$ cat config.mk
export PLATFORM = sky130hd
export DESIGN_NAME = min_max_normalizer_flat
export DESIGN_NICKNAME = d
export VERILOG_FILES = /design/src/rtl/core/mmn_pkg.sv /design/src/rtl/core/mmn_in_if.sv /design/src/rtl/core/mmn_out_if.sv /design/src/rtl/core/min_max_normalizer.sv /design/src/rtl/core/mmn_divider.sv /design/src/rtl/core/mmn_datapath.sv /design/src/rtl/core/mmn_controller.sv /design/src/flat_wrapper.sv
export SDC_FILE = /design/constraint.sdc
export NUM_CORES = 2
export LEC_CHECK = 0
export BUFFER_PORTS_ARGS = -buffer_cell sky130_fd_sc_hd__buf_2
export CAP_MARGIN = 20
export CORE_UTILIZATION = 62
export DETAILED_ROUTE_END_ITERATION = 16
export GPL_ROUTABILITY_DRIVEN = 0
export GPL_TIMING_DRIVEN = 0
export PLACE_DENSITY_LB_ADDON = 0.12
export SETUP_SLACK_MARGIN = 0.02
export SLEW_MARGIN = 5
export SYNTH_ARGS = -nofsm -noshare
export SYNTH_HDL_FRONTEND = slang
export SYNTH_SLANG_ARGS = --single-unit
$ cat constraint.sdc
create_clock -name clk_i -period 17.3 [get_ports clk_i]
set_clock_uncertainty 0.15 [all_clocks]
set_input_delay 3.46 -clock clk_i [delete_from_list [all_inputs] [get_ports clk_i]]
set_output_delay 3.46 -clock clk_i [all_outputs]
set_load 0.03 [all_outputs]
$ cat src/rtl/core/mmn_pkg.sv
`timescale 1ns / 1ps
// ---------------------------------------------------------------------------
// mmn_pkg
// Shared widths, defaults and controller/datapath handshake types for the
// min-max normalizer.
// ---------------------------------------------------------------------------
package mmn_pkg;

  // defaults for the top-level parameters
  localparam int unsigned SampleWidthDef  = 32;
  localparam int unsigned FractionBitsDef = 16;

  // fixed payload widths of the channels
  localparam int unsigned SampleW = 32;
  localparam int unsigned NormW   = 16;
  localparam int unsigned RangeW  = 32;

  // reciprocal low word split for the partial products
  localparam int unsigned RecipLoW = 32;

  typedef struct packed {
    logic capture;
    logic meas_update;
    logic div_start;
    logic scale_diff;
    logic scale_lo;
    logic scale_hi;
    logic scale_sum;
    logic load_out;
  } mmn_cmd_t;

  typedef struct packed {
    logic in_scale;
    logic is_last;
    logic span_pos;
    logic div_done;
  } mmn_status_t;

endpackage

$ cat src/rtl/core/mmn_in_if.sv
`timescale 1ns / 1ps
// ---------------------------------------------------------------------------
// mmn_in_if
// Input sample channel: valid/ready handshake with one sample beat.
// ---------------------------------------------------------------------------
interface mmn_in_if;
  import mmn_pkg::*;

  logic                      valid;
  logic                      ready;
  logic                      req_type;
  logic signed [SampleW-1:0] sample;
  logic                      last;

  modport source (output valid, output req_type, output sample, output last, input ready);
  modport sink   (input valid, input req_type, input sample, input last, output ready);

endinterface

$ cat src/rtl/core/mmn_out_if.sv
`timescale 1ns / 1ps
// ---------------------------------------------------------------------------
// mmn_out_if
// Result channel: valid/ready handshake with one result beat.
// ---------------------------------------------------------------------------
interface mmn_out_if;
  import mmn_pkg::*;

  logic                     valid;
  logic                     ready;
  logic [NormW-1:0]         normalized;
  logic                     not_scaled;
  logic signed [RangeW-1:0] range_min;
  logic signed [RangeW-1:0] range_max;

  modport source (output valid, output normalized, output not_scaled,
                  output range_min, output range_max, input ready);
  modport sink   (input valid, input normalized, input not_scaled,
                  input range_min, input range_max, output ready);

endinterface

$ cat src/rtl/core/min_max_normalizer.sv
`timescale 1ns / 1ps
// ---------------------------------------------------------------------------
// min_max_normalizer
// Two-pass min-max normalizer: measure pass tracks the range, scale pass
// maps each sample to an unsigned fraction of that range.
// ---------------------------------------------------------------------------
// One beat is taken at a time and each gives one result beat. A measure beat
// runs through capture, range update and result load; a scale beat runs through
// capture, difference, low and high partial products of the (33 + FRACTION_BITS)-bit
// reciprocal, sum and clamp, and result load. The last beat of a measure pass with
// a non-empty range also runs the restoring divider that forms
// floor(2^(32+FRACTION_BITS) / (max - min)), one quotient bit per cycle. The
// result register holds a finished beat while the block goes back to idle,
// so the next beat is accepted while a result still waits downstream.
// ---------------------------------------------------------------------------
module min_max_normalizer #(
  parameter int unsigned SAMPLE_WIDTH  = mmn_pkg::SampleWidthDef,
  parameter int unsigned FRACTION_BITS = mmn_pkg::FractionBitsDef
) (
  input  logic      clk_i,
  input  logic      rst_ni,
  mmn_in_if.sink    in_i,
  mmn_out_if.source out_o
);
  import mmn_pkg::*;

  mmn_cmd_t    cmd;
  mmn_status_t status;

  mmn_controller u_ctrl (
    .clk_i       (clk_i),
    .rst_ni      (rst_ni),
    .in_valid_i  (in_i.valid),
    .in_ready_o  (in_i.ready),
    .out_valid_o (out_o.valid),
    .out_ready_i (out_o.ready),
    .status_i    (status),
    .cmd_o       (cmd)
  );

  mmn_datapath #(
    .SampleWidth  (SAMPLE_WIDTH),
    .FractionBits (FRACTION_BITS)
  ) u_dp (
    .clk_i        (clk_i),
    .rst_ni       (rst_ni),
    .cmd_i        (cmd),
    .status_o     (status),
    .req_type_i   (in_i.req_type),
    .sample_i     (in_i.sample),
    .last_i       (in_i.last),
    .normalized_o (out_o.normalized),
    .not_scaled_o (out_o.not_scaled),
    .range_min_o  (out_o.range_min),
    .range_max_o  (out_o.range_max)
  );

endmodule

$ cat src/rtl/core/mmn_divider.sv
`timescale 1ns / 1ps
// ---------------------------------------------------------------------------
// mmn_divider
// Restoring divider, one quotient bit per cycle, for the range reciprocal.
// ---------------------------------------------------------------------------
module mmn_divider #(
  parameter int unsigned DividendW = 49,
  parameter int unsigned DivisorW  = 32
) (
  input  logic                 clk_i,
  input  logic                 rst_ni,
  input  logic                 start_i,
  input  logic [DividendW-1:0] dividend_i,
  input  logic [DivisorW-1:0]  divisor_i,
  output logic                 done_o,
  output logic [DividendW-1:0] quotient_o
);

  localparam int unsigned CntW = $clog2(DividendW + 1);

  logic                 busy_q, busy_d;
  logic [CntW-1:0]      cnt_q, cnt_d;
  logic [DivisorW-1:0]  rem_q, rem_d;
  logic [DivisorW-1:0]  dvs_q, dvs_d;
  logic [DividendW-1:0] quo_q, quo_d;
  logic [DivisorW:0]    trial;
  logic                 fits;

  // dividend bits shift out of the top of quo_q as quotient bits shift in
  assign trial = {rem_q, quo_q[DividendW-1]};
  assign fits  = trial >= {1'b0, dvs_q};

  always_comb begin
    busy_d = busy_q;
    cnt_d  = cnt_q;
    rem_d  = rem_q;
    dvs_d  = dvs_q;
    quo_d  = quo_q;
    if (start_i) begin
      busy_d = 1'b1;
      cnt_d  = CntW'(DividendW);
      rem_d  = '0;
      dvs_d  = divisor_i;
      quo_d  = dividend_i;
    end else if (busy_q) begin
      rem_d = fits ? DivisorW'(trial - {1'b0, dvs_q}) : trial[DivisorW-1:0];
      quo_d = {quo_q[DividendW-2:0], fits};
      cnt_d = cnt_q - CntW'(1);
      if (cnt_q == CntW'(1)) begin
        busy_d = 1'b0;
      end
    end
  end

  always_ff @(posedge clk_i or negedge rst_ni) begin
    if (!rst_ni) begin
      busy_q <= 1'b0;
      cnt_q  <= '0;
    end else begin
      busy_q <= busy_d;
      cnt_q  <= cnt_d;
    end
  end

  always_ff @(posedge clk_i) begin
    rem_q <= rem_d;
    dvs_q <= dvs_d;
    quo_q <= quo_d;
  end

  assign done_o     = busy_q && (cnt_q == CntW'(1));
  assign quotient_o = quo_q;

endmodule

$ cat src/rtl/core/mmn_datapath.sv
`timescale 1ns / 1ps
// ---------------------------------------------------------------------------
// mmn_datapath
// Range tracking, reciprocal, split multiply and clamping of one sample.
// ---------------------------------------------------------------------------
module mmn_datapath #(
  parameter int unsigned SampleWidth  = 32,
  parameter int unsigned FractionBits = 16
) (
  input  logic                              clk_i,
  input  logic                              rst_ni,
  input  mmn_pkg::mmn_cmd_t                 cmd_i,
  output mmn_pkg::mmn_status_t              status_o,
  input  logic                              req_type_i,
  input  logic signed [mmn_pkg::SampleW-1:0] sample_i,
  input  logic                              last_i,
  output logic [mmn_pkg::NormW-1:0]         normalized_o,
  output logic                              not_scaled_o,
  output logic signed [mmn_pkg::RangeW-1:0] range_min_o,
  output logic signed [mmn_pkg::RangeW-1:0] range_max_o
);
  import mmn_pkg::*;

  localparam int unsigned SW  = SampleWidth;
  localparam int unsigned FB  = FractionBits;
  localparam int unsigned RW  = 33 + FractionBits;
  localparam int unsigned HW  = RW - RecipLoW;
  localparam int unsigned LoW = SW + RecipLoW;
  localparam int unsigned HiW = SW + HW;

  localparam logic signed [SW-1:0] SmpMax = {1'b0, {(SW-1){1'b1}}};
  localparam logic signed [SW-1:0] SmpMin = {1'b1, {(SW-1){1'b0}}};
  localparam logic [RW-1:0]        RecipNum = {1'b1, {(RW-1){1'b0}}};

  logic                 last_q;
  logic signed [SW-1:0] smp_q;
  logic signed [SW-1:0] low_q, high_q, fin_low_q, fin_high_q;
  logic [SW-1:0]        span_q;
  logic                 degen_q;
  logic signed [SW:0]   diff_q;
  logic                 clamp_lo_q, clamp_hi_q;
  logic [LoW-1:0]       prod_lo_q;
  logic [HiW-1:0]       prod_hi_q;
  logic [FB-1:0]        res_norm_q;
  logic signed [SW-1:0] res_min_q, res_max_q;

  logic signed [SW-1:0] low_new, high_new;
  logic signed [SW:0]   span_w;
  logic                 span_pos;
  logic                 div_done;
  logic [RW-1:0]        recip;
  logic [HiW:0]         total;
  logic                 sat;
  logic [FB-1:0]        norm_w;
  logic [FB+NormW-1:0]  norm_ext;

  mmn_divider #(
    .DividendW (RW),
    .DivisorW  (SW)
  ) u_div (
    .clk_i      (clk_i),
    .rst_ni     (rst_ni),
    .start_i    (cmd_i.div_start),
    .dividend_i (RecipNum),
    .divisor_i  (span_w[SW-1:0]),
    .done_o     (div_done),
    .quotient_o (recip)
  );

  assign low_new  = (smp_q < low_q)  ? smp_q : low_q;
  assign high_new = (smp_q > high_q) ? smp_q : high_q;
  assign span_w   = (SW+1)'(high_new) - (SW+1)'(low_new);
  assign span_pos = !span_w[SW] && (span_w != '0);

  // product >> 32 is the high partial product plus the carry word of the low one
  assign total = (HiW+1)'(prod_hi_q) + (HiW+1)'(prod_lo_q[LoW-1:RecipLoW]);
  assign sat   = |total[HiW:FB];

  always_comb begin
    if (degen_q || clamp_lo_q) begin
      norm_w = '0;
    end else if (clamp_hi_q || sat) begin
      norm_w = '1;
    end else begin
      norm_w = total[FB-1:0];
    end
  end

  assign norm_ext = {{NormW{1'b0}}, res_norm_q};

  assign status_o.in_scale = req_type_i;
  assign status_o.is_last  = last_q;
  assign status_o.span_pos = span_pos;
  assign status_o.div_done = div_done;

  // range state carries reset values of its own
  always_ff @(posedge clk_i or negedge rst_ni) begin
    if (!rst_ni) begin
      low_q      <= SmpMax;
      high_q     <= SmpMin;
      fin_low_q  <= '0;
      fin_high_q <= '0;
      span_q     <= '0;
      degen_q    <= 1'b1;
    end else if (cmd_i.meas_update) begin
      if (last_q) begin
        fin_low_q  <= low_new;
        fin_high_q <= high_new;
        span_q     <= span_w[SW-1:0];
        degen_q    <= !span_pos;
        low_q      <= SmpMax;
        high_q     <= SmpMin;
      end else begin
        low_q  <= low_new;
        high_q <= high_new;
      end
    end
  end

  always_ff @(posedge clk_i) begin
    if (cmd_i.capture) begin
      last_q <= last_i & ~req_type_i;
      smp_q  <= sample_i[SW-1:0];
    end
    if (cmd_i.meas_update) begin
      res_norm_q <= '0;
      res_min_q  <= low_new;
      res_max_q  <= high_new;
    end
    if (cmd_i.scale_diff) begin
      diff_q <= (SW+1)'(smp_q) - (SW+1)'(fin_low_q);
    end
    if (cmd_i.scale_lo) begin
      prod_lo_q  <= LoW'(diff_q[SW-1:0]) * LoW'(recip[RecipLoW-1:0]);
      clamp_lo_q <= diff_q[SW];
      clamp_hi_q <= !diff_q[SW] && (diff_q[SW-1:0] > span_q);
    end
    if (cmd_i.scale_hi) begin
      prod_hi_q <= HiW'(diff_q[SW-1:0]) * HiW'(recip[RW-1:RecipLoW]);
    end
    if (cmd_i.scale_sum) begin
      res_norm_q <= norm_w;
      res_min_q  <= fin_low_q;
      res_max_q  <= fin_high_q;
    end
    if (cmd_i.load_out) begin
      normalized_o <= norm_ext[NormW-1:0];
      not_scaled_o <= degen_q;
      range_min_o  <= RangeW'(res_min_q);
      range_max_o  <= RangeW'(res_max_q);
    end
  end

endmodule

$ cat src/rtl/core/mmn_controller.sv
`timescale 1ns / 1ps
// ---------------------------------------------------------------------------
// mmn_controller
// Sequencer for measure and scale beats, and the result register valid.
// ---------------------------------------------------------------------------
module mmn_controller (
  input  logic                 clk_i,
  input  logic                 rst_ni,
  input  logic                 in_valid_i,
  output logic                 in_ready_o,
  output logic                 out_valid_o,
  input  logic                 out_ready_i,
  input  mmn_pkg::mmn_status_t status_i,
  output mmn_pkg::mmn_cmd_t    cmd_o
);
  import mmn_pkg::*;

  typedef enum logic [7:0] {
    StIdle   = 8'b0000_0001,
    StMeas   = 8'b0000_0010,
    StDiv    = 8'b0000_0100,
    StDiff   = 8'b0000_1000,
    StMulLo  = 8'b0001_0000,
    StMulHi  = 8'b0010_0000,
    StSum    = 8'b0100_0000,
    StEmit   = 8'b1000_0000
  } state_e;

  state_e state_q, state_d;
  logic   out_valid_q, out_valid_d;
  logic   out_free;

  assign out_free   = !out_valid_q || out_ready_i;
  assign in_ready_o = (state_q == StIdle);

  always_comb begin
    state_d     = state_q;
    cmd_o       = '0;
    out_valid_d = out_valid_q && !out_ready_i;
    case (state_q)
      StIdle: begin
        if (in_valid_i) begin
          cmd_o.capture = 1'b1;
          state_d = status_i.in_scale ? StDiff : StMeas;
        end
      end
      StMeas: begin
        cmd_o.meas_update = 1'b1;
        if (status_i.is_last && status_i.span_pos) begin
          cmd_o.div_start = 1'b1;
          state_d = StDiv;
        end else begin
          state_d = StEmit;
        end
      end
      StDiv: begin
        if (status_i.div_done) begin
          state_d = StEmit;
        end
      end
      StDiff: begin
        cmd_o.scale_diff = 1'b1;
        state_d = StMulLo;
      end
      StMulLo: begin
        cmd_o.scale_lo = 1'b1;
        state_d = StMulHi;
      end
      StMulHi: begin
        cmd_o.scale_hi = 1'b1;
        state_d = StSum;
      end
      StSum: begin
        cmd_o.scale_sum = 1'b1;
        state_d = StEmit;
      end
      StEmit: begin
        // hold the finished beat until the result register is free
        if (out_free) begin
          cmd_o.load_out = 1'b1;
          out_valid_d = 1'b1;
          state_d = StIdle;
        end
      end
      default: begin
        state_d = StIdle;
      end
    endcase
  end

  always_ff @(posedge clk_i or negedge rst_ni) begin
    if (!rst_ni) begin
      state_q     <= StIdle;
      out_valid_q <= 1'b0;
    end else begin
      state_q     <= state_d;
      out_valid_q <= out_valid_d;
    end
  end

  assign out_valid_o = out_valid_q;

endmodule
$ cat src/flat_wrapper.sv
// flat-port wrapper written by rule: the top's interface ports become plain ports
module min_max_normalizer_flat import mmn_pkg::*;
#(
  parameter int unsigned SAMPLE_WIDTH  = mmn_pkg::SampleWidthDef,
  parameter int unsigned FRACTION_BITS = mmn_pkg::FractionBitsDef
)
  (clk_i, rst_ni, in_i_valid, in_i_req_type, in_i_sample, in_i_last, in_i_ready, out_o_valid, out_o_normalized, out_o_not_scaled, out_o_range_min, out_o_range_max, out_o_ready);
  mmn_in_if in_i_i ();
  mmn_out_if out_o_i ();
  input  logic clk_i;
  input  logic rst_ni;
  input wire logic [$bits(in_i_i.valid)-1:0] in_i_valid;
  input wire logic [$bits(in_i_i.req_type)-1:0] in_i_req_type;
  input wire logic [$bits(in_i_i.sample)-1:0] in_i_sample;
  input wire logic [$bits(in_i_i.last)-1:0] in_i_last;
  output wire logic [$bits(in_i_i.ready)-1:0] in_i_ready;
  output wire logic [$bits(out_o_i.valid)-1:0] out_o_valid;
  output wire logic [$bits(out_o_i.normalized)-1:0] out_o_normalized;
  output wire logic [$bits(out_o_i.not_scaled)-1:0] out_o_not_scaled;
  output wire logic [$bits(out_o_i.range_min)-1:0] out_o_range_min;
  output wire logic [$bits(out_o_i.range_max)-1:0] out_o_range_max;
  input wire logic [$bits(out_o_i.ready)-1:0] out_o_ready;
  assign in_i_i.valid = in_i_valid;
  assign in_i_i.req_type = in_i_req_type;
  assign in_i_i.sample = in_i_sample;
  assign in_i_i.last = in_i_last;
  assign in_i_ready = in_i_i.ready;
  assign out_o_valid = out_o_i.valid;
  assign out_o_normalized = out_o_i.normalized;
  assign out_o_not_scaled = out_o_i.not_scaled;
  assign out_o_range_min = out_o_i.range_min;
  assign out_o_range_max = out_o_i.range_max;
  assign out_o_i.ready = out_o_ready;
  min_max_normalizer #(.SAMPLE_WIDTH(SAMPLE_WIDTH), .FRACTION_BITS(FRACTION_BITS)) u_core (.clk_i(clk_i), .rst_ni(rst_ni), .in_i(in_i_i), .out_o(out_o_i));
endmodule
# After elaboration in Yosys (flattened, before gate mapping)
# Cells that the tools add are included.
[word_totals]
reg_bits = 632
latchBits = 0
ram_bits = 0
rom_bits = 0
input_bits = 38
mem_count = 0
[op_classes]
addsub = 5
multipliers = 2
div_mod_pow = 0
n_lt_le_gt_ge = 4
eq_ne = 12
shifts = 0
mux = 36
bitwise = 2
reduce_logical = 19
[op_table]
columns = ["cell", "count"]
rows = [
  ["two-way mux 32 bit", 9],
  ["subtractor 32 x 32 -> 33 bit", 2],
  ["greater-than comparator 32 bit", 2],
  ["multiplier 32 x 32 -> 64 bit", 1],
  ["two-way mux 16 bit", 4],
  ["one-hot mux 8 bit (8 select lines)", 1],
  ["adder 49 x 32 -> 50 bit", 1],
  ["multiplier 32 x 17 -> 49 bit", 1],
  ["OR reduction 34 bit", 1],
  ["greater-or-equal comparator 33 x 32 -> 1 bit", 1],
  ["nonzero test 33 bit", 1],
  ["< comparator 32 bit", 1],
  ["two-way mux 8 bit", 4],
  ["subtractor 32 bit", 1],
  ["two-way mux 1 bit", 14],
  ["two-way mux 6 bit", 2],
  ["== test 8 x 1 -> 1 bit (second input constant)", 1],
  ["== test 8 x 2 -> 1 bit (second input constant)", 1],
  ["== test 8 x 3 -> 1 bit (second input constant)", 1],
  ["== test 8 x 4 -> 1 bit (second input constant)", 1],
  ["== test 8 x 5 -> 1 bit (second input constant)", 1],
  ["== test 8 x 6 -> 1 bit (second input constant)", 1],
  ["== test 8 x 7 -> 1 bit (second input constant)", 1],
  ["== test 8 bit (second input constant)", 1],
  ["other kinds (13)", 26],
]

# Longest topological paths before layout
[logic_depth]
depth_word = 10
mapped_depth = 39

# Modules after synthesis
# A second synthesis with hierarchy kept.
[hier_totals]
cells_unflattened = 8221
hier_area_um2 = 81064.0
[by_module_without_submodules]
columns = ["module", "n_inst", "cells_per_inst", "area_each_um2"]
rows = [
  ["mmn_datapath", 1, 7547, 73915.9],
  ["mmn_divider", 1, 620, 6605.1],
  ["mmn_controller", 1, 54, 543.0],
]

# Worst setup path before layout
# Ideal clock, no wire load.
[synth_path]
path_type = "register -> register"
from = "register u_core.u_dp.diff_q[24]"
to = "register u_core.u_dp.prod_lo_q[63], data pin"
t_arrival_ns = 8.275
required_time_ns = 16.890
path_slack_ns = 8.615
stages_incl_launch_ff = 36
path_buffers = 2
synth_period_minus_slack_ns = 8.685
cell_sequence = "edfxtp_1 -> clkbuf_1 -> clkbuf_1 -> nand2_1 -> fa_1 -> inv_1 -> fa_1 -> inv_1 -> fa_1 -> inv_1 -> fa_1 -> fa_1 -> fa_1 -> fa_1 -> inv_1 -> fa_1 -> inv_1 -> ha_1 -> nand4_1 -> nor2_1 -> nor2_1 -> nand2_1 -> a32o_1 -> a21oi_1 -> a21oi_1 -> a31oi_1 -> o21ai_0 -> a41o_1 -> o41a_1 -> and2_1 -> o21a_1 -> o21a_1 -> o21a_1 -> o21a_1 -> nor2_1 -> xnor2_1"
[synth_via]
elab_chain_cells = 1
[synth_lines]
columns = ["element", "line_no", "source"]
rows = [
  ["start, declared", "mmn_datapath.sv:40", "logic signed [SW:0] diff_q;"],
  ["start signal, assigned", "mmn_datapath.sv:131", "diff_q <= (SW+1)'(smp_q) - (SW+1)'(fin_low_q);"],
  ["multiplier 32 x 32 -> 64 bit", "mmn_datapath.sv:134", "prod_lo_q <= LoW'(diff_q[SW-1:0]) * LoW'(recip[RecipLoW-1:0]);"],
  ["end signal, assigned", "mmn_datapath.sv:134", ""],
  ["end, declared", "mmn_datapath.sv:42", "logic [LoW-1:0] prod_lo_q;"],
]
# No other way between the ends.
# A chain may end at the register's enable or synchronous reset.

# Final worst setup path
[layout_path]
from = "register u_core.u_dp.diff_q[10]"
to = "register u_core.u_dp.prod_lo_q[63], data pin"
# Same word-level chain as after synthesis.

==> impl_metrics.env <==
export IMPL_ys_seq_area_share_pct=20.7
export IMPL_grt_max_degree=97
export IMPL_cpMostUsedCell="fa_1"
export IMPL_cp_data_arrival_time_ns=13.21
export IMPL_reg2reg_to="u_core.u_dp.prod_lo_q[63]$_DFFE_PP_"
export IMPL_cts_resized=0
export IMPL_synth_net_count=10200
export IMPL_yosysTopAreaCell="fa_1"
export IMPL_die_area_um2=129000
export IMPL_r2r_start="u_core.u_dp.diff_q[10]$_DFFE_PP_"
export IMPL_fillCellCount=9886
export IMPL_rsz0062_at_grt="false"
export IMPL_cp_top_family="compound AO/OA/AOI/OAI gates"
export IMPL_seq_area_um2=16400
export IMPL_crit_type="flip-flop to flip-flop"
export IMPL_timing_setup_tns_ns=0
export IMPL_hpwl_mm=217
export IMPL_cp_depth=36
export IMPL_syn_area_um2=78900
export IMPL_worst_r2r_cell_count=36
export IMPL_first_global_vias=63300
export IMPL_async_flop_share_pct=29.5
export IMPL_top_usage_layer="met2"
export IMPL_period_share_pct=74.7
export IMPL_p_per_area_nw_per_um2=186
export IMPL_drc=0
export IMPL_rrSetupSlack_ns=4.37
export IMPL_insertion_delay_ns=0.72
export IMPL_route_vias_total=62400
export IMPL_tightest_slew_ns=1.41
export IMPL_syn_to_final_growth_pct=7.76
export IMPL_met3_usage_pct=18.3
export IMPL_die_h_um=359
export IMPL_grt_use_met1_pct=50.2
export IMPL_crit_buf_inv=8
export IMPL_fmax_ghz=0.0774
export IMPL_max_cap_viol_count=0
export IMPL_first_pass_iters=12
export IMPL_synth_warnings=0
export IMPL_clock_path_buffers=3
export IMPL_outcome="complete, no violations"
export IMPL_slew_headroom_pct=5.81
export IMPL_drt_wl_total_mm=273
export IMPL_numCtsBuffers=69
export IMPL_synth_top_cell_area_share_pct=34.2
export IMPL_min_delay_path_class="flip-flop to flip-flop"
export IMPL_holdWs_ns=0.263
export IMPL_cts_root_buf="clkbuf_16"
export IMPL_core_rowCount=130
export IMPL_nets=10400
export IMPL_hold_end="u_core.u_dp.range_min_o[5]$_DFFE_PP_"
export IMPL_detail_route_antenna_nets=0
export IMPL_synthTopCellsByCount="inv_1 (1551), fa_1 (1348), nand2_1 (1023), and2_1 (758), ha_1 (596)"
export IMPL_leakage_nw=39.4
export IMPL_post_cts_buffers=0
export IMPL_cp_end_kind="flip-flop"
export IMPL_vdd_drop_max_mv=0.251
export IMPL_yosysUniqueCellTypes=102
export IMPL_drive_gt1_share_pct=5.56
export IMPL_hold_violations=0
export IMPL_cts_clk_slew_worst_paths_ns=0.06
export IMPL_postCtsHoldBufs=0
export IMPL_setup_violations=0
export IMPL_cp_required_ns=17.58
export IMPL_crit_fanout=10
export IMPL_fp_dieW_um=359
export IMPL_drt_iter0_markers=7049
export IMPL_ios=121
export IMPL_core_area_um2=126000
export IMPL_start_util_pct=62.7
export IMPL_synthFlopType="edfxtp_1"
export IMPL_cts_tree="built"
export IMPL_antenna_found_initial=41
export IMPL_avgSynthCellArea_um2=9.63
export IMPL_fin_crit_ns=12.93
export IMPL_slowest_delay_ns=0.97
export IMPL_yosys_cell_count_top_type="inv_1"
export IMPL_track_usage_pct=43.5
export IMPL_routedWlPerCell_um=26.7
export IMPL_whs_path_depth=0
export IMPL_io_buffers=120
export IMPL_cts_sinks=600
export IMPL_netlist_instances=8191
export IMPL_crit_slowest_cell="clkbuf_1"
export IMPL_cts_htree_levels=3
export IMPL_gr_usage_met2_pct=63.5
export IMPL_synth_edf_count=342
export IMPL_viasPerCell=6.11
export IMPL_crit_path_start_kind="flip-flop"
export IMPL_finalMaxSlewViolations=0
export IMPL_min_from="u_core.u_dp.res_min_q[5]$_DFFE_PP_"
export IMPL_grt_pass1_wl_mm=401
export IMPL_synth_seq_cells=600
export IMPL_grt_ovfl_total=0
export IMPL_multiInputGateArea_um2=55100
export IMPL_yosys_top_cells_area="fa_1 (34%), edfxtp_1 (13%), ha_1 (9.5%), inv_1 (7.4%), and2_1 (6.0%)"
-- kinds of logic after synthesis --
family | synth area share (%)
AND/OR/NAND/NOR | 15.7
adder cells (fa/ha/maj) | 43.7
XOR/XNOR | 1.94
AO/OA/AOI/OAI | 7.41
buffers and inverters | 9.53
flip-flops | 20.7
multiplexers | 0.961
-- cells in the final DEF (no fill, tap or decap), types with 50 or more instances in the layout --
master     count
dfxtp_1       81
nand3_1       54
inv_1       1551
xnor2_1      126
nand2_1     1022
nor3_1        59
clkbuf_1     384
fa_1        1348
clkbuf_16     70
mux2i_1       51
buf_2        125
and2_1       757
o21ai_0      175
a21o_1        68
edfxtp_1     342
dfrtp_1      143
a21oi_1      324
buf_8         50
nor2_1       334
ha_1         596
a211oi_1      50
-- stage by stage --
| step | setup WS, ns | area, um2 | std cells | util (%) | total power, W |
|---|---|---|---|---|---|
| 6_report | 4.37 | 85000 | 10200 | 67.5 | 0.0158 |
| 5_1_grt | 4.52 | 85000 | 10200 | 67.5 | 0.0170 |
| 4_1_cts | 4.97 | 84700 | 10100 | 67.3 | 0.0155 |
| 3_5_place_dp | 5.01 | 82500 | 10000 | 65.5 | 0.0139 |
| 3_3_place_gp | 4.44 | 81600 | 9961 | 64.8 | 0.0136 |
| 2_1_floorplan | 8.62 | 78900 | 8191 | - | 0.00999 |
-- how the worst max path moves through the flow --
stage	from	to	slack [ns]
final	u_core.u_dp.diff_q[10]$_DFFE_PP_	u_core.u_dp.prod_lo_q[63]$_DFFE_PP_	4.37
after global routing	u_core.u_dp.diff_q[10]$_DFFE_PP_	u_core.u_dp.prod_lo_q[63]$_DFFE_PP_	4.52
after CTS	u_core.u_dp.diff_q[10]$_DFFE_PP_	u_core.u_dp.prod_lo_q[63]$_DFFE_PP_	4.97
after detailed placement	u_core.u_dp.diff_q[10]$_DFFE_PP_	u_core.u_dp.prod_lo_q[63]$_DFFE_PP_	5.01
after global placement	u_core.u_dp.diff_q[5]$_DFFE_PP_	u_core.u_dp.prod_lo_q[63]$_DFFE_PP_	4.44
after floorplan	u_core.u_dp.diff_q[24]$_DFFE_PP_	u_core.u_dp.prod_lo_q[63]$_DFFE_PP_	8.62
-- worst register-to-register path: cells and delay by family (launching register included) --
kind	cells	cell delay (ns)
adders and majority gates	9	4.20
and+or+nand+nor	4	0.55
DFF	1	0.59
AOI/OAI and AO/OA	14	4.49
xor gates and xnor gates	1	0.30
buffers and inverters	8	2.38
-- layout make-up --
cell class / instances / area share [%]
repair buffers: 199 / 2.02
clock buffers: 88 / 2.19
diodes: 34 / 0.100
plain buffers: 421 / 1.99
multi-input cells: 5617 / 64.8
inverters: 1553 / 6.86
well taps: 1650 / 2.43
clock inverters: 40 / 0.419
flip-flops and latches: 600 / 19.2
-- metal layers --
layer | vias up | wire (um) | part of all wire [%]
met4 | 42 | 27000 | 9.9
met3 | 1457 | 37400 | 14
met2 | 4196 | 116000 | 42
li1 | 26000 | - | -
met1 | 30700 | 91900 | 34
met5 | - | 844 | 0.31
-- power breakdown --
part | internal [W] | switching, W
logic | 0.00448 | 0.00750
registers | 0.00211 | 0.000270
clock network | 0.000793 | 0.000676
Power figures use the tool's default switching activity.
